--- src/hdl/fdlh_pkg.sv ---
`timescale 1ns / 1ps
// ----------------------------------------------------------------------------
// fdlh_pkg - shared definitions for the Hermite fractional delay line
// Default sizes, field widths, item kinds and the back-end state type.
// ----------------------------------------------------------------------------
package fdlh_pkg;

    // default sizes for the top-level parameters
    localparam int DEPTH_DEF       = 65536;
    localparam int SAMPLE_BITS_DEF = 24;
    localparam int FRAC_BITS_DEF   = 16;

    // fixed field widths
    localparam int DELAY_W = 32;   // delay request field
    localparam int LEN_W   = 17;   // line length register

    // line length after reset
    localparam int LEN_RESET = 65536;

    // items queued between front and back end
    localparam int QUEUE_DEPTH = 2;

    // item kinds (mode field)
    localparam logic MODE_WRITE = 1'b0;
    localparam logic MODE_READ  = 1'b1;

    typedef enum logic [2:0] {
        BK_CLEAR,
        BK_IDLE,
        BK_FETCH,
        BK_PREP,
        BK_MUL,
        BK_DONE
    } fdlh_bk_state_t;

endpackage

--- src/hdl/fdlh_front.sv ---
`timescale 1ns / 1ps
// ----------------------------------------------------------------------------
// fdlh_front - request intake for the Hermite delay line
// Holds one request, owns the write pointer, clamps the delay and turns each
// request into a store command or a fetch command with its start address.
// ----------------------------------------------------------------------------
module fdlh_front #(
    parameter int DEPTH       = fdlh_pkg::DEPTH_DEF,
    parameter int SAMPLE_BITS = fdlh_pkg::SAMPLE_BITS_DEF,
    parameter int FRAC_BITS   = fdlh_pkg::FRAC_BITS_DEF,
    parameter int LEN_EW      = $clog2(DEPTH + 1),
    parameter int ENT_W       = 1 + SAMPLE_BITS + $clog2(DEPTH) + FRAC_BITS
) (
    input  logic                        clk,
    input  logic                        rst_n,
    input  logic                        in_valid,
    output logic                        in_ready,
    input  logic                        in_mode,
    input  logic [SAMPLE_BITS-1:0]      in_sample,
    input  logic [fdlh_pkg::DELAY_W-1:0] in_delay,
    input  logic [LEN_EW-1:0]           len,
    input  logic                        clearing,
    output logic                        q_push,
    output logic [ENT_W-1:0]            q_data,
    input  logic                        q_full
);
    import fdlh_pkg::*;

    localparam int PTR_W    = $clog2(DEPTH);
    localparam int CMP_W    = (DELAY_W > LEN_EW + FRAC_BITS) ? DELAY_W : LEN_EW + FRAC_BITS;
    localparam int LEN_INIT = (LEN_RESET > DEPTH) ? DEPTH : LEN_RESET;
    localparam int IA_W     = LEN_EW + 2;

    logic                   hold_valid_reg, hold_valid_next;
    logic                   hold_mode_reg;
    logic [SAMPLE_BITS-1:0] hold_sample_reg;
    logic [DELAY_W-1:0]     hold_delay_reg;
    logic [PTR_W-1:0]       wp_reg, wp_next;

    logic                   take;
    logic                   is_read;
    logic [CMP_W-1:0]       d_ext, d_lo, d_hi, d_cl;
    logic [LEN_EW-1:0]      idel;
    logic [FRAC_BITS-1:0]   frac;
    logic [IA_W-1:0]        ia_raw, ia_fix;
    logic [LEN_EW-1:0]      wp_inc;
    logic [PTR_W-1:0]       wp_wrap;

    assign is_read  = (hold_mode_reg == MODE_READ);
    assign q_push   = hold_valid_reg && !q_full;
    assign in_ready = !clearing && (!hold_valid_reg || q_push);
    assign take     = in_valid && in_ready;

    // delay clamp to 1 .. len-2
    always_comb
    begin
        d_ext = CMP_W'(hold_delay_reg);
        d_lo  = CMP_W'(1) << FRAC_BITS;
        d_hi  = CMP_W'(len - LEN_EW'(2)) << FRAC_BITS;
        if (d_ext < d_lo)
        begin
            d_cl = d_lo;
        end
        else if (d_ext > d_hi)
        begin
            d_cl = d_hi;
        end
        else
        begin
            d_cl = d_ext;
        end
        idel = d_cl[FRAC_BITS +: LEN_EW];
        frac = d_cl[FRAC_BITS-1:0];
    end

    // newest of the four taps: wp + 1 - delay, wrapped once by len
    always_comb
    begin
        ia_raw = IA_W'(wp_reg) + IA_W'(1) - IA_W'(idel);
        ia_fix = ia_raw[IA_W-1] ? ia_raw + IA_W'(len) : ia_raw;
    end

    always_comb
    begin
        wp_inc  = LEN_EW'(wp_reg) + LEN_EW'(1);
        wp_wrap = (wp_inc >= len) ? '0 : wp_inc[PTR_W-1:0];
    end

    always_comb
    begin
        if (is_read)
        begin
            q_data = {MODE_READ, {SAMPLE_BITS{1'b0}}, ia_fix[PTR_W-1:0], frac};
        end
        else
        begin
            q_data = {MODE_WRITE, hold_sample_reg, wp_wrap, {FRAC_BITS{1'b0}}};
        end
    end

    always_comb
    begin
        hold_valid_next = hold_valid_reg;
        if (take)
        begin
            hold_valid_next = 1'b1;
        end
        else if (q_push)
        begin
            hold_valid_next = 1'b0;
        end
        wp_next = (q_push && !is_read) ? wp_wrap : wp_reg;
    end

    always_ff @(posedge clk or negedge rst_n)
    begin
        if (!rst_n)
        begin
            hold_valid_reg <= 1'b0;
            wp_reg         <= PTR_W'(LEN_INIT - 1);
        end
        else
        begin
            hold_valid_reg <= hold_valid_next;
            wp_reg         <= wp_next;
        end
    end

    always_ff @(posedge clk)
    begin
        if (take)
        begin
            hold_mode_reg   <= in_mode;
            hold_sample_reg <= in_sample;
            hold_delay_reg  <= in_delay;
        end
    end

endmodule

--- config.mk ---
export PLATFORM = sky130hd
export DESIGN_NAME = fdlh_front
export DESIGN_NICKNAME = d
export VERILOG_FILES = /design/src/hdl/fdlh_pkg.sv /design/src/hdl/fdlh_front.sv
export SDC_FILE = /design/constraint.sdc
export NUM_CORES = 1
export LEC_CHECK = 0
export BUFFER_PORTS_ARGS = -buffer_cell sky130_fd_sc_hd__buf_2
export CAP_MARGIN = 25
export CORE_MARGIN = 2
export CORE_UTILIZATION = 28
export DETAILED_ROUTE_END_ITERATION = 7
export HOLD_SLACK_MARGIN = 0.15
export PLACE_DENSITY = 0.6
export SYNTH_ARGS = -nofsm -noshare
export SYNTH_HDL_FRONTEND = slang
export SYNTH_SLANG_ARGS = --single-unit
--- constraint.sdc ---
create_clock -name clk -period 6.5 [get_ports clk]
set_input_delay 0 -clock clk [delete_from_list [all_inputs] [get_ports clk]]
set_output_delay 0 -clock clk [all_outputs]
set_load 0.05 [all_outputs]
**Yosys cells after proc, flatten, opt, wreduce, memory -nomap -nowiden**

Index checks and enable logic that the tools add are counted.

- Memory bits (writable): 0
- Memories: 0
- Bits in registers: 74
- ROM bits: 0
- Output and inout bits: 59
- Latch bits: 0

- Multiply operators: 0
- Eq/ne operators: 0
- Div/mod/pow operators: 0
- Bitwise operators: 0
- Reduce and logical (&&, ||, !) cells: 10
- Multiplexer cells: 7
- Add/sub/neg operators: 5
- $lt $le $gt $ge: 3
- Shift operators: 0

Operators by type and width:

| cell | count |
|---|---|
| $mux W33 | 2 |
| $mux W57 | 1 |
| $add A16 B1 Y17 const B | 2 |
| $gt A32 B33 Y1 | 1 |
| $lt A32 B17 Y1 const B | 1 |
| $mux W16 | 2 |
| $sub A17 B17 Y18 | 1 |
| $ge A17 B17 Y1 | 1 |
| $sub A17 B2 Y17 const B | 1 |
| $add A16 B16 Y16 | 1 |
| $logic_and A1 B1 Y1 | 4 |
| $logic_not A1 Y1 | 4 |
| $mux W1 | 2 |
| $reduce_bool A2 Y1 | 1 |
| $logic_or A1 B1 Y1 | 1 |

**Longest topological paths before layout**

- Word-level depth: 8
- Gate-level depth with buffers: 30

**Worst setup path after synthesis**

Ideal clock, no wire load.

- Path kind: input-to-output
- Start: input len[3]
- End: output q_data[30]
- Stages: 27
- Arrival: 7.513 ns
- Setup slack: -1.013 ns
- Path buffers: 1
- Cell sequence: nor4_2 nand4_1 or3_1 nor3_1 xnor2_1 ha_1 nand4_1 nor3_1 nand4_1 or4_1 o211ai_2 buf_2 nor3_1 a21oi_1 ha_1 ha_1 a211o_1 a2111oi_0 o21bai_1 xor2_1 ha_1 and2_1 a41oi_1 o21ai_0 a31oi_1 xor2_1 o311ai_0

- Word-level cells in the longest chain between the ends: 8
- Elaborated cells on any way between the ends: 10
- Those cells by class: add/sub: 3; order compare: 2; mux: 5

RTL lines:

| what | RTL line | RTL |
|---|---|---|
| start, declared | fdlh_front.sv:21 | `input logic [LEN_EW-1:0] len,` |
| $sub A17 B2 Y17 | fdlh_front.sv:59 | `d_hi = CMP_W'(len - LEN_EW'(2)) << FRAC_BITS;` |
| $gt A32 B33 Y1 | fdlh_front.sv:64 | `else if (d_ext > d_hi)` |
| $mux W33 | fdlh_front.sv:64 |  |
| $mux W33 | fdlh_front.sv:60 | `if (d_ext < d_lo)` |
| $sub A17 B17 Y18 | fdlh_front.sv:79 | `ia_raw = IA_W'(wp_reg) + IA_W'(1) - IA_W'(idel);` |
| $add A16 B16 Y16 | fdlh_front.sv:80 | `ia_fix = ia_raw[IA_W-1] ? ia_raw + IA_W'(len) : ia_raw;` |
| $mux W16 | fdlh_front.sv:80 |  |
| $mux W57 (*) | fdlh_front.sv:91 | `if (is_read)` |
| end, declared | fdlh_front.sv:24 | `output logic [ENT_W-1:0] q_data,` |

Mark *: on every way between the ends. The rest lies on a longest branch, timed or not.

**Worst setup path after layout**

- Start: input len[3]
- End: output q_data[31]

Same word-level chain as after synthesis.

==> reports/results.txt <==
commonest non-fill, non-tap cell in the layout -> buf_2
top post-synthesis cells by area -> edfxtp_1 28%, ha_1 17%, dfstp_2 6.8%, xnor2_1 4.5%, a21oi_1 4.0%
Synth Area in Adders -> 17.55%
Port Buf Inserts -> 137
Critical Path Start Type -> primary input
crit path launch -> len[3]
Netlist cell types -> 59
P per Cell Area -> 281.4 mW/mm^2
Critical Path Fanout Max -> 11
H-tree depth -> 3
largest net degree at the start of global routing -> 59
top-area cell type share of the netlist area -> 27.53%
yosys warns -> 0
DRT iter0 DRCs -> 216
Final Setup Violations -> 2
gr ovfl total -> 0
syn avg cell area -> 9.567 um^2
pre-CTS WS -> -0.4306 ns
Hold WC Path Type -> primary input to primary output
most frequent cells in the layout -> 127 x buf_2, 109 x buf_4, 81 x ha_1
max cap viols -> 0
Synth area leader -> edfxtp_1
setup_tns -> -0.1188 ns
flip-flop count of the largest register after layout -> 32
syn nets -> 815
DP Area -> 0.007886 mm^2
CP Class -> primary input to primary output
1st-pass router iterations -> 4
FMAX -> 151.4 MHz
R2R Setup Slk -> 2.42 ns
largest family of logic cells by synthesized area -> simple AND/OR/NAND/NOR gates
vias in the first global route -> 6,095
Slew @ Worst Pin -> 0.7805 ns
cell mode on critical path -> ha_1
clk root buf -> clkbuf_16
Synth Flop Type -> edfxtp_1
mapped cell area -> 0.006218 mm^2
Die H -> 153.0 um
Final HPWL DP -> 14.86 mm
status -> complete, but fails checks
Worst Slack Setup Final -> -0.1036 ns
failing checks -> setup timing
full die area -> 0.02342 mm^2
Sink Count -> 74
mux cell area share after synthesis -> 1.891%
CTS Buf Count -> 9
worst vdd ir -> 163.6 uV
endpoints failing hold -> 0
routed via count -> 5,925
area added between synthesis and finish -> 50.14%
initial core utilization -> 28.49%
Vias/cell -> 4.817
min cycle time layout -> 6.604 ns
Synth Area in XOR/XNOR -> 7.042%
Tot Pwr -> 2628 uW
Post-Synth Simple-Gate Area -> 18.53%
n_diodes -> 0
clk_skew -> 0.005237 ns
element type at the critical path end -> primary output
sequential-to-total area share from yosys stat -> 34.69%
reg2reg path depth -> 16
area occupied by registers -> 0.002157 mm^2
DP Cell Count -> 1,139
Yosys reg bits -> 74
Max-slew headroom -> 47.97%
CP Data Required Time -> 6.50 ns
Max Slew Vio Count -> 0
Multi-input gate area -> 0.004179 mm^2
first-pass GRT wire length -> 31.57 mm
Total Routed Length -> 19.52 mm
clock buffer depth -> 2
Final Instance Area -> 0.009336 mm^2
GP Congestion -> 0.8959
delay of the slowest critical-path stage -> 0.46 ns
DRC -> 0
reg-to-reg critical path startpoint -> wp_reg[0]$_DFFE_PN1P_
Pleak -> 0.004237 uW
RSZ-0062 raised after global routing -> yes
share of post-route cells with drive strength above 1 -> 35.58%
period utilization -> 101.6%
critical path's slowest cell -> o311ai_2
Nets -> 1,110
IO Count -> 138
final cell count without fillers -> 1,230
Filler cells -> 2,144
worst skew pair latency -> 0.34 ns
total track usage -> 16.82%
Synth async-reset ratio -> 22.97%
initial antenna violation count -> 0
Post-Syn Instances -> 650
CP Capture Point -> q_data[31]
Core Area -> 0.02182 mm^2
WL per Instance -> 15.87 um
Post-DRT Antenna Nets -> 0
die width -> 153.0 um
Compound-Gate Fraction of Synth Area -> 16.72%
arrival time worst endpoint -> 6.60 ns
reg-to-reg endpoint -> wp_reg[1]$_DFFE_PN1P_
CTS tree -> built
FP Rows -> 54
Post-synth EDFFs -> 57
## Yosys cell counts, types with 19 or more instances
cell / number
nand2_1: 46
inv_1: 33
nor2b_1: 30
o21ai_0: 30
and2_1: 20
a21o_1: 19
xnor2_1: 32
nand3_1: 20
ha_1: 84
nor3_1: 26
nor2_1: 23
edfxtp_1: 57
a21oi_1: 50
## metal layers
layer,track usage [%],wire length [um],part of all wire [%],vias up
met5,0,0,0,-
met4,4.453,312,1.6,0
met3,3.998,1198,6.1,22
met2,27.68,9155,47,151
met1,22.20,8848,45,2744
li1,-,-,-,3008
## area by class of cell
class / instances / area share (%)
multi-input combinational: 522 / 44.76
clock buffer: 10 / 2.452
timing repair buffer: 305 / 23.13
tap: 280 / 3.752
inverter: 33 / 1.327
sequential: 74 / 23.10
clock inverter: 6 / 1.474
## report_power, final
| part | internal, uW | leakage [uW] | switching, uW | total, uW |
|---|---|---|---|---|
| Clock | 416 | 0.000177 | 202 | 618 |
| Sequential | 550 | 0.000709 | 30.5 | 580 |
| Combinational | 622 | 0.00335 | 807 | 1430 |
## critical path: cells and delay by family
kind | cells | cell delay [ns]
AOI/OAI and AO/OA | 9 | 2.20
xor gates and xnor gates | 2 | 0.28
adders and majority gates | 4 | 1.23
buffers and inverters | 6 | 1.01
and+or+nand+nor | 10 | 1.87
## worst min path at each step
stage                        start                         end  slack, ns  cells after the start
after floorplan              rst_n  hold_valid_reg$_DFFE_PN0P_      -0.30                      0
after global placement       rst_n  hold_valid_reg$_DFFE_PN0P_      -0.04                      1
after detailed placement     rst_n  hold_valid_reg$_DFFE_PN0P_      -0.05                      1
after CTS                 clearing                    in_ready       0.31                      3
after global routing      clearing                    in_ready       0.34                      3
final                     clearing                    in_ready       0.31                      3
## through the flow
| stage | util, % | hold WS [ns] |
|---|---|---|
| finish | 42.78 | 0.3140 |
| global route | 42.78 | 0.3441 |
| CTS | 41.15 | 0.3148 |
| detailed placement | 36.14 | -0.04760 |
| global placement | 36.10 | -0.04196 |
| floorplan | - | -0.2956 |
## cells by family (layout without fill, tap and decap cells)
family,after synthesis,in the layout
simple gates,212,212
flops,74,74
buf+inv,55,354
mux,11,11
other cells,1,1
compound gates,161,162
xor+xnor,50,50
fa+ha+maj,86,86
## timing repair
action,CTS,global route
gates cloned,1,0
setup buffers,3,11
gates resized for setup,19,64
hold buffers,60,0
pin swaps,3,17
endpoints found under the hold margin,75,0
endpoints found under the setup margin,6,8
Note: power is estimated with default switching activity, not from simulation.
