===== config.mk =====
export PLATFORM = sky130hd
export DESIGN_NAME = fdlh_queue
export DESIGN_NICKNAME = d
export VERILOG_FILES = /design/src/hdl/fdlh_pkg.sv /design/src/hdl/fdlh_queue.sv
export SDC_FILE = /design/constraint.sdc
export NUM_CORES = 1
export LEC_CHECK = 0
export ABC_AREA = 1
export BUFFER_PORTS_ARGS = -buffer_cell sky130_fd_sc_hd__buf_4
export CAP_MARGIN = 25
export CORE_MARGIN = 3
export CORE_UTILIZATION = 44
export DETAILED_ROUTE_END_ITERATION = 7
export PLACE_DENSITY = 0.71
export SLEW_MARGIN = 15
export SYNTH_ARGS = -nofsm -noshare
export SYNTH_HDL_FRONTEND = slang
export SYNTH_SLANG_ARGS = --single-unit

===== constraint.sdc =====
create_clock -name clk -period 1.1 [get_ports clk]
set_input_delay 0.165 -clock clk [delete_from_list [all_inputs] [get_ports clk]]
set_output_delay 0.165 -clock clk [all_outputs]
set_load 0.02 [all_outputs]

===== src/hdl/fdlh_pkg.sv =====
`timescale 1ns / 1ps
// ----------------------------------------------------------------------------
// fdlh_pkg - shared definitions for the Hermite fractional delay line
// Default sizes, field widths, item kinds and the back-end state type.
// ----------------------------------------------------------------------------
package fdlh_pkg;

    // default sizes for the top-level parameters
    localparam int DEPTH_DEF       = 65536;
    localparam int SAMPLE_BITS_DEF = 24;
    localparam int FRAC_BITS_DEF   = 16;

    // fixed field widths
    localparam int DELAY_W = 32;   // delay request field
    localparam int LEN_W   = 17;   // line length register

    // line length after reset
    localparam int LEN_RESET = 65536;

    // items queued between front and back end
    localparam int QUEUE_DEPTH = 2;

    // item kinds (mode field)
    localparam logic MODE_WRITE = 1'b0;
    localparam logic MODE_READ  = 1'b1;

    typedef enum logic [2:0] {
        BK_CLEAR,
        BK_IDLE,
        BK_FETCH,
        BK_PREP,
        BK_MUL,
        BK_DONE
    } fdlh_bk_state_t;

endpackage


===== src/hdl/fdlh_queue.sv =====
`timescale 1ns / 1ps
// ----------------------------------------------------------------------------
// fdlh_queue - short command queue between front and back end
// Register-based FIFO, QUEUE_DEPTH entries of WIDTH bits.
// ----------------------------------------------------------------------------
module fdlh_queue #(
    parameter int WIDTH = 8
) (
    input  logic             clk,
    input  logic             rst_n,
    input  logic             push,
    input  logic [WIDTH-1:0] push_data,
    output logic             full,
    input  logic             pop,
    output logic [WIDTH-1:0] pop_data,
    output logic             empty
);
    import fdlh_pkg::*;

    localparam int PTR_W = (QUEUE_DEPTH > 1) ? $clog2(QUEUE_DEPTH) : 1;
    localparam int CNT_W = $clog2(QUEUE_DEPTH + 1);

    logic [WIDTH-1:0] entry_reg [QUEUE_DEPTH];
    logic [PTR_W-1:0] wr_ptr_reg, wr_ptr_next;
    logic [PTR_W-1:0] rd_ptr_reg, rd_ptr_next;
    logic [CNT_W-1:0] count_reg, count_next;

    assign full     = (count_reg == CNT_W'(QUEUE_DEPTH));
    assign empty    = (count_reg == '0);
    assign pop_data = entry_reg[rd_ptr_reg];

    always_comb
    begin
        wr_ptr_next = wr_ptr_reg;
        rd_ptr_next = rd_ptr_reg;
        count_next  = count_reg;
        if (push)
        begin
            wr_ptr_next = (wr_ptr_reg == PTR_W'(QUEUE_DEPTH - 1)) ? '0 : wr_ptr_reg + 1'b1;
        end
        if (pop)
        begin
            rd_ptr_next = (rd_ptr_reg == PTR_W'(QUEUE_DEPTH - 1)) ? '0 : rd_ptr_reg + 1'b1;
        end
        if (push && !pop)
        begin
            count_next = count_reg + 1'b1;
        end
        else if (pop && !push)
        begin
            count_next = count_reg - 1'b1;
        end
    end

    always_ff @(posedge clk or negedge rst_n)
    begin
        if (!rst_n)
        begin
            wr_ptr_reg <= '0;
            rd_ptr_reg <= '0;
            count_reg  <= '0;
        end
        else
        begin
            wr_ptr_reg <= wr_ptr_next;
            rd_ptr_reg <= rd_ptr_next;
            count_reg  <= count_next;
        end
    end

    always_ff @(posedge clk)
    begin
        if (push)
        begin
            entry_reg[wr_ptr_reg] <= push_data;
        end
    end

endmodule


# Yosys cells after proc, flatten, opt, wreduce, memory -nomap -nowiden

Memory sizes are Yosys's and may differ from the RTL's.
Cells that the tools add are included.

Reduce and logical (&&, ||, !) cells: 6
Equal/unequal tests: 1
Magnitude comparators: 0
Multiplexer cells: 6
$mul: 0
Bitwise gates (word level): 0
Add/subtract/negate cells: 4
Shifts and indexed selects: 0
Divide/modulo/power cells: 0

Operators by type and width:

| kind                                              | count |
|---|---|
| 2-to-1 mux 1 bit                                  | 4 |
| 2-to-1 mux 2 bit                                  | 2 |
| adder 1 bit (second input constant)               | 2 |
| adder 2 x 1 -> 2 bit (second input constant)      | 1 |
| equality test 2 bit (second input constant)       | 1 |
| logical AND 1 bit                                 | 2 |
| zero test 1 bit                                   | 2 |
| zero test 2 bit                                   | 1 |
| nonzero test 2 bit                                | 1 |
| subtractor 2 x 1 -> 2 bit (second input constant) | 1 |

Flip-flop bits (word level): 4
Word-level logic and storage cells: 21
Latch bits: 0
RAM bits: 16
Output and inout bits: 10
ROM bits: 0
Input port bits: 12
Memories kept: 1

Memories:

| memory    | words | bits a word | rd ports | clocked after Yosys merged registers in | wr ports | line             | source |
|---|---|---|---|---|---|---|---|
| entry_reg | 2     | 8           | 1        | 0                                       | 1        | fdlh_queue.sv:23 | `logic [WIDTH-1:0] entry_reg [QUEUE_DEPTH];` |

# Depth between registers and ports, before layout

Gate-level depths: netlist (run 1).

Depth in word-level cells: 4
Mapped depth: 7
Mapped depth without buffers: 7

# Worst setup path after synthesis (run 1)

OpenSTA, ideal clock, no wires.

Kind: reg2reg
Start: reg wr_ptr_reg
End: mem entry_reg[0][0], enable pin
Data required time: 0.730 ns
Stages on the path, launching flop included: 2
Path slack: -0.044 ns
Library setup time: 0.370 ns
Path buffers: 0
Arrival: 0.774 ns
Cells stage by stage: dfrtp_1 -> nor2_1

RTL lines:

| element                | line             | source |
|---|---|---|
| start, declared        | fdlh_queue.sv:24 | `logic [PTR_W-1:0] wr_ptr_reg, wr_ptr_next;` |
| start signal, assigned | fdlh_queue.sv:65 | `wr_ptr_reg <= wr_ptr_next;` |
| end, declared          | fdlh_queue.sv:23 |  |

Straight into the memory's write port.

# Final worst setup path (run 1)

Start: reg rd_ptr_reg
End: out pop_data[3]

Cells in the longest elaborated chain, start to end: 1

RTL lines:

| element                 | line             | source |
|---|---|---|
| start, declared         | fdlh_queue.sv:25 | `logic [PTR_W-1:0] rd_ptr_reg, rd_ptr_next;` |
| start signal, assigned  | fdlh_queue.sv:66 | `rd_ptr_reg <= rd_ptr_next;` |
| memory read (2 x 8 bit) | -                |  |
| end, declared           | fdlh_queue.sv:15 | `output logic [WIDTH-1:0] pop_data,` |

Every way passes these cells.

==> flow_metrics.tcl, run 1 <==
set metrics [dict create \
    die_area_um2 2410 \
    wl_um 1270 \
    critPathMaxFanout 5 \
    avgSynthCellArea_um2 16.4 \
    grt_start_max_net_pins 13 \
    swShare_pct 29.9 \
    p_comb_share_pct 43.7 \
    cp_cell_sequence "buf_6, mux2_4, buf_6" \
    required_ps 940 \
    cts_buffers 3 \
    synth_top_family_by_area "multiplexers" \
    synth_seq_cells 20 \
    hp-class "input port to flip-flop" \
    drt-pass1-iter-count 2 \
    drc 0 \
    pwr-share-seq_pct 37.1 \
    cts_root_buf "clkbuf_4" \
    clockPowerShare_pct 19.2 \
    final_cells 106 \
    dieHeight_um 49.1 \
    yosys.area.top_type "edfxtp_1" \
    area_growth_pct 41.4 \
    ant_nets 0 \
    antenna_found_initial 0 \
    design_area_um2 1160 \
    initial_core_util_pct 50.2 \
    fp.dieW_um 49.1 \
    synthDistinctLibCells 12 \
    overflow 0 \
    drt_iter0_drc 4 \
    grt_pass1_vias 464 \
    crit_arrival_ps 1300 \
    route.vias.total 472 \
    placed_area_um2 1020 \
    setup_viol_count_final 10 \
    totalPowerFinal_mw 3.07 \
    cts_tree "built" \
    end_kind "output pin" \
    syn_inst 50 \
    drive_above_1_share_pct 54.9 \
    switching_power_mw 0.918 \
    portBuffers 21 \
    rsz0062_at_grt "yes" \
    diodes 0 \
    clkLatencyLatePin_ps 300 \
    htreeDepth 1 \
    synth_fa_ha_area_share_pct 1.53 \
    netlist.area_leader.share_pct 58.7 \
    p_int_mw 2.15 \
    p_per_area_nw_per_um2 2650 \
    vdd_drop_max_mv 1.37 \
    path_common_cell "buf_6" \
    p_leak_nw 0.518 \
    synth_compound_area_share_pct 0 \
    wl_per_cell_um 12.0 \
    clockBufferDepth 2 \
    yosys.area_share.xor_xnor_pct 3.21 \
    rows 14 \
    finalMaxSlewViolations 0 \
    fmax_mhz 682 \
    largest_register_ffs 16 \
    grt_pass1_wl_um 2100 \
    worst_pin_slew_ps 192 \
    crit_family "flip-flops" \
    synth_area_leaders "edfxtp_1 (59%), mux2_4 (15%), dfrtp_1 (12%)" \
    slew_headroom_pct 87.2 \
    min_period_ps 1470 \
    groute.usage.overall_pct 11.9 \
    gp_congestion 0.724 \
    yosys_warnings 0 \
    setup_ws_ps -366 \
    ys_seq_area_share_pct 70.9 \
    critPathLaunchType "flip-flop" \
    io_pins 22 \
    hold_viol 0 \
    finalSetupTns_ps -3000 \
    synth-simple-area-share_pct 5.05 \
    fill_cells 110 \
    path_buf_inv 2 \
    crit_slowest_cell "dfrtp_2" \
    netlist_area_um2 818 \
    cts.reportedPaths.clkPinSlew_ps 120 \
    holdWs_ps 35.5 \
    coreArea_um2 1630 \
    clock-sinks 20 \
    final_cell_mix "buf_4 (17), edfxtp_1 (16), buf_6 (11)" \
    fin_crit_sh_pct 133 \
    cpPeakStageDelay_ps 430 \
    fin_nets 96 \
    fin_worst_skew_ps 8.90 \
    placedCellCount 97 \
    maxCapViolations 0 \
    via_per_inst 4.45 \
    syn_nets 63 \
    synth.area.mux_share_pct 14.7 \
    violations "negative setup slack" \
    layout_commonest_cell "buf_4" \
    status "finished, violations left" \
    crit_type "flip-flop to output pin" \
    place_ws_ps -198 \
    post-route-util_pct 71.0 \
]
area by class of cell:
cell class / instances / area, um2 / share of cell area, %
Timing Repair Buffer: 29 / 262 / 22.6
Clock buffer: 3 / 22.5 / 1.95
Sequential cell: 20 / 582 / 50.3
Multi-Input combinational cell: 22 / 205 / 17.7
Inverter: 7 / 26.3 / 2.27
Tap cell: 24 / 30.0 / 2.59
Clock inverter: 1 / 30.0 / 2.59
final timing paths:
kind	startpoint	endpoint	slack [ps]	depth (start not counted)
worst min register to register	wr_ptr_reg	wr_ptr_reg	520	1
worst max register to register	rd_ptr_reg	rd_ptr_reg	60	4
max in group asynchronous	rst_n	count_reg[1]	800	2
min in group asynchronous	rst_n	rd_ptr_reg	190	2
worst min-delay path	pop	rd_ptr_reg	40	2
worst max-delay path	rd_ptr_reg	pop_data[3]	-370	3
power groups by stage:
stage | Clock [mW] | Sequential [mW] | Combinational, mW
2_1_floorplan | 0 | 1.12 | 0.734
3_3_place_gp | 0 | 1.21 | 0.995
3_5_place_dp | 0 | 1.22 | 1.00
4_1_cts | 0.600 | 1.13 | 1.30
5_1_grt | 0.643 | 1.16 | 1.42
6_report | 0.591 | 1.14 | 1.34
timing repair:
item | in CTS | in global routing
gates resized for setup | 12 | 4
hold buffers | 1 | 0
pin swaps | 0 | 1
hold endpoints to repair | 4 | 0
setup endpoints to repair | 10 | 12
setup buffers | 3 | 1
gates cloned | 0 | 0
per-layer routing:
| metal | part of all wire [%] | vias up | global-route usage (%) | routed length (um) |
|---|---|---|---|---|
| met3 | 4.6 | 2 | 2.75 | 59 |
| met2 | 48 | 11 | 18.5 | 605 |
| met4 | 1.1 | 0 | 7.11 | 14 |
| met5 | 0 | - | 0 | 0 |
| li1 | - | 234 | - | - |
| met1 | 46 | 225 | 15.0 | 589 |
cells by family (layout without fill, tap and decap cells):
kind of cell,after synthesis,after routing
flops,20,20
simple gates,10,10
mux,8,8
buf+inv,8,40
xor+xnor,3,3
fa+ha+maj,1,1
Yosys cell counts (all sizes together):
cell and instances:
buf 1, dfrtp 4, edfxtp 16, ha 1, inv 7, mux2 8, nand2 5, nand3 1
nand4 1, nor2 3, xnor2 1, xor2 2
No activity file was read; power rests on OpenSTA's default activity.
==> run 2, diff against run 1 <==
- PLACE_DENSITY: 0.71 -> 0.69
==> run 2 against run 1 <==
Effect of this change:
- the run still ends with negative setup slack left
- critical path depth is the same
- clock-buffer cell count is the same
- via count grew 0.85%
- combinational power grew 3%
- clock skew shrank 7.0 ps
- register-to-register slack gained 40 ps
- final cell count is the same
- clock power shrank 42%
- worst setup slack gained 24 ps
- sequential power is essentially flat
- non-clock buffer count is the same
- critical endpoint is now pop_data[6]
==> flow_metrics.tcl, run 2 (synthesis results as in run 1) <==
set metrics [dict create \
    status "finished, violations left" \
    violations "negative setup slack" \
    maxCapViolations 0 \
    io_pins 22 \
    grt_start_max_net_pins 12 \
    overflow 0 \
    clock-sinks 20 \
    placed_area_um2 1050 \
    pwr-share-seq_pct 39.5 \
    crit_arrival_ps 1280 \
    hold_viol 0 \
    diodes 0 \
    grt_pass1_vias 499 \
    hp-class "input port to flip-flop" \
    design_area_um2 1150 \
    antenna_found_initial 0 \
    r2r-start "wr_ptr_reg" \
    fmax_mhz 693 \
    groute.usage.overall_pct 11.7 \
    cts_buffers 3 \
    route.vias.total 476 \
    cts_tree "built" \
    reg2reg_depth 2 \
    htreeDepth 1 \
    p_per_area_nw_per_um2 2490 \
    rows 14 \
    cts_root_buf "clkbuf_4" \
    dp_hpwl_um 1040 \
    vdd_drop_max_mv 1.26 \
    crit_type "flip-flop to output pin" \
    finalMaxSlewViolations 0 \
    fin_nets 96 \
    portBuffers 21 \
    setup_ws_ps -342 \
    cts.reportedPaths.clkPinSlew_ps 110 \
    via_per_inst 4.49 \
    critPathLaunchType "flip-flop" \
    end_kind "output pin" \
    drt_iter0_drc 6 \
    swShare_pct 31.8 \
    rsz0062_at_grt "yes" \
    die_area_um2 2410 \
    grt_pass1_wl_um 2190 \
    min_period_ps 1440 \
    final_cells 106 \
    required_ps 940 \
    drt-pass1-iter-count 2 \
    critPathMaxFanout 5 \
    fp.dieW_um 49.1 \
    setup_viol_count_final 10 \
    largest_register_ffs 16 \
    area_growth_pct 40.4 \
    dieHeight_um 49.1 \
    switching_power_mw 0.909 \
    wl_um 1330 \
    startpoint "rd_ptr_reg" \
    gp_congestion 0.692 \
    worst_pin_slew_ps 125 \
    initial_core_util_pct 50.2 \
    p_comb_share_pct 48.4 \
    p_leak_nw 0.515 \
    final_cell_mix "edfxtp_1 (16), buf_4 (16), buf_6 (10)" \
    wl_per_cell_um 12.5 \
    fin_worst_skew_ps 1.87 \
    clockBufferDepth 2 \
    clockPowerShare_pct 12.1 \
    coreArea_um2 1630 \
    cp-endpoint "pop_data[6]" \
    r2r-end "entry_reg[0][4]" \
    fill_cells 115 \
    p_int_mw 1.95 \
    ant_nets 0 \
    r2r_setup_slack_ps 100 \
    clkLatencyLatePin_ps 290 \
    drc 0 \
    drive_above_1_share_pct 50.0 \
    fin_crit_sh_pct 131 \
    placedCellCount 98 \
    slew_headroom_pct 91.6 \
]
## run 2: cell count changes in the layout (fill, tap and decap cells not counted), sizes merged
| cell | delta |
|---|---|
| bufinv | -1 |
| clkinv | +1 |
## run 2: what timing repair did
item,in CTS,in global routing
setup endpoints to repair,10,10
resized for setup,10,1
gates cloned,0,0
hold buffers,1,0
hold endpoints to repair,4,0
setup buffers,3,0
pin swaps,1,0
## run 2: worst max-delay path, cell delays in order (launching register included)
cell and delay [ps]:
dfrtp_1 420, buf_6 140, mux2_4 290, buf_6 130
## run 2: final cells by class
type	count	area [um2]	area share, %
well taps	24	30.0	2.61
clock inverters	1	3.75	0.327
repair buffers	29	283	24.6
clock buffers	3	22.5	1.96
flip-flops and latches	20	581	50.5
multi-input cells	22	203	17.6
inverters	7	26.3	2.29
## run 2: how the worst min path moves through the flow
stage / startpoint / to / slack, ps / cells after the start
6_report: push_data[6] / entry_reg[1][6] / 50 / 1
5_1_grt: push_data[1] / entry_reg[1][1] / 50 / 1
4_1_cts: push_data[4] / entry_reg[1][4] / 50 / 1
3_5_place_dp: rst_n / count_reg[1] / -30 / 1
3_3_place_gp: rst_n / count_reg[0] / -40 / 1
2_1_floorplan: rst_n / count_reg[0] / -130 / 0
## run 2: power by group through the flow
stage	combinational, mW	clock [mW]	sequential [mW]
after floorplan	0.734	0	1.12
after global placement	1.16	0	1.13
after detailed placement	1.18	0	1.15
after CTS	1.40	0.342	1.13
after global routing	1.48	0.371	1.15
final	1.38	0.345	1.13
## run 2: through the flow
step | utilization, % | power (mW) | TNS [ps] | setup slack (ps) | hold WS (ps)
2_1_floorplan | - | 1.85 | 0 | 95.9 | -131
3_3_place_gp | 64.6 | 2.30 | -193 | -28.3 | -35.0
3_5_place_dp | 64.6 | 2.33 | -263 | -41.3 | -33.5
4_1_cts | 70.5 | 2.87 | -2780 | -344 | 53.3
5_1_grt | 70.5 | 3.00 | -3220 | -388 | 45.9
6_report | 70.5 | 2.86 | -2780 | -342 | 51.2
## run 2: per-layer routing
layer	vias to the layer above	part of all wire (%)	wire [um]	GRT usage (%)
li1	235	-	-	-
met1	223	40	535	14.6
met2	18	55	724	20.3
met3	0	5.1	67	2.14
met4	0	0	0	3.79
met5	-	0	0	0
==> run 3, diff against run 2 <==
--- a/config.mk
+++ b/config.mk
@@ -7,10 +7,10 @@
 export LEC_CHECK = 0
 export ABC_AREA = 1
-export BUFFER_PORTS_ARGS = -buffer_cell sky130_fd_sc_hd__buf_4
 export CAP_MARGIN = 25
 export CORE_MARGIN = 3
-export CORE_UTILIZATION = 44
+export CORE_UTILIZATION = 52
 export DETAILED_ROUTE_END_ITERATION = 7
-export PLACE_DENSITY = 0.69
+export DONT_BUFFER_PORTS = 1
+export PLACE_DENSITY = 0.68
 export SLEW_MARGIN = 15
 export SYNTH_ARGS = -nofsm -noshare
==> constraint.sdc (replaced) <==
create_clock -name clk -period 1.1 [get_ports clk]
set_input_delay 0.055 -clock clk [delete_from_list [all_inputs] [get_ports clk]]
set_output_delay 0.055 -clock clk [all_outputs]
set_load 0.02 [all_outputs]
==> run 3 against run 2 <==
Effect of this change:
- the flow still finishes with violations (negative setup slack)
- non-clock buffer count shrank 12
- die area shrank 14%
- fmax grew 16%
- clock skew is essentially flat
- sequential cell count is the same
- combinational power shrank 26%
- first-iteration DRC count grew to 3.0 times the previous value
- critical path type unchanged
- largest power group is now sequential cells
==> flow_metrics.tcl, run 3 (synthesis results as in run 1) <==
set metrics [dict create \
    vdd_drop_max_mv 1.42 \
    via_per_inst 5.18 \
    rsz0062_at_grt "yes" \
    rows 13 \
    drt_iter0_drc 18 \
    clkLatencyLatePin_ps 280 \
    finalMaxSlewViolations 0 \
    end_kind "output pin" \
    clockBufferDepth 2 \
    cts.reportedPaths.clkPinSlew_ps 100 \
    antenna_found_initial 0 \
    drt-pass1-iter-count 4 \
    post-route-util_pct 74.8 \
    coreArea_um2 1380 \
    required_ps 1040 \
    cts_tree "built" \
    drc 0 \
    layout_commonest_cell "edfxtp_1" \
    crit_type "flip-flop to output pin" \
    multiInputGateArea_um2 218 \
    wl_per_cell_um 15.8 \
    finalSetupTns_ps -1070 \
    setup_ws_ps -141 \
    min_period_ps 1240 \
    overflow 0 \
    critPathLaunchType "flip-flop" \
    clockPowerShare_pct 12.8 \
    fin_worst_skew_ps 1.43 \
    fin_crit_sh_pct 113 \
    violations "negative setup slack" \
    switching_power_mw 0.873 \
    fmax_mhz 806 \
    groute.usage.overall_pct 14.9 \
    p_comb_share_pct 40.5 \
    fill_cells 76 \
    hold_viol 0 \
    setup_viol_count_final 8 \
    slew_headroom_pct 80.6 \
    maxCapViolations 0 \
    clock-sinks 20 \
    route.vias.total 440 \
    initial_core_util_pct 59.2 \
    grt_pass1_vias 458 \
    pwr-share-seq_pct 46.6 \
    drive_above_1_share_pct 30.0 \
    p_int_mw 1.64 \
    wl_um 1350 \
    p_leak_nw 0.434 \
    totalPowerFinal_mw 2.51 \
    status "finished, violations left" \
    htreeDepth 1 \
    p_per_area_nw_per_um2 2430 \
    regArea_um2 582 \
    cts_root_buf "clkbuf_4" \
    ant_nets 0 \
    io_pins 22 \
    placedCellCount 66 \
    final_cells 85 \
    die_area_um2 2090 \
    critPathMaxFanout 5 \
    dp_hpwl_um 910 \
    largest_register_ffs 16 \
    portBuffers 0 \
    diodes 0 \
    hp-class "input port to flip-flop" \
    grt_pass1_wl_um 2060 \
    final_cell_mix "edfxtp_1 (16), dlygate4sd3_1 (11), mux2_4 (8)" \
    fin_nets 84 \
    dieHeight_um 45.7 \
    gp_congestion 0.583 \
    cts_buffers 3 \
    swShare_pct 34.7 \
    area_growth_pct 26.3 \
    grt_start_max_net_pins 12 \
    fp.dieW_um 45.7 \
    crit_arrival_ps 1190 \
    worst_pin_slew_ps 290 \
]
-- run 3: worst paths after layout --
check,startpoint,endpoint,slack [ps],cells after the start
max,rd_ptr_reg,pop_data[3],-140,2
min,push,count_reg[0],20,2
max reg2reg,rd_ptr_reg,rd_ptr_reg,30,4
min reg2reg,wr_ptr_reg,wr_ptr_reg,520,1
max in group asynchronous,rst_n,rd_ptr_reg,870,1
min in group asynchronous,rst_n,rd_ptr_reg,40,1
-- run 3: timing repair --
action	4_1_cts	5_1_grt
setup endpoints to repair	10	9
hold buffers	11	0
setup buffers	4	0
hold endpoints to repair	22	0
resized for setup	6	2
-- run 3: critical path, stage by stage (launching register included) --
cell,delay (ps)
dfrtp_2,430
buf_6,140
mux2_4,340
-- run 3: power groups by stage --
stage,sequential (mW),clock [mW],combinational [mW]
3_5_place_dp,1.22,0,0.733
5_1_grt,1.19,0.365,1.08
3_3_place_gp,1.20,0,0.703
4_1_cts,1.14,0.337,0.998
2_1_floorplan,1.12,0,0.734
6_report,1.17,0.322,1.02
-- run 3: routing by layer --
metal	wire length, um	GRT usage, %	share of wire (%)
met4	0	7.02	0
met3	67	2.37	5.0
met5	0	0	0
met1	493	15.0	37
met2	786	28.7	58
-- run 3: final cells by class --
class | instances | share of cell area, %
multi-input combinational | 22 | 21.1
clock inverter | 1 | 0.363
sequential | 20 | 56.3
clock buffer | 3 | 2.18
timing repair buffer | 17 | 15.7
inverter | 7 | 2.54
tap | 15 | 1.82
-- run 3: per-stage QoR --
stage | hold WS (ps) | area, um2 | setup WS, ps
2_1_floorplan | -241 | 821 | 95.9
3_3_place_gp | -241 | 843 | 26.8
3_5_place_dp | -241 | 843 | 8.36
4_1_cts | 11.9 | 1020 | -149
5_1_grt | 30.3 | 1030 | -179
6_report | 16.2 | 1030 | -141
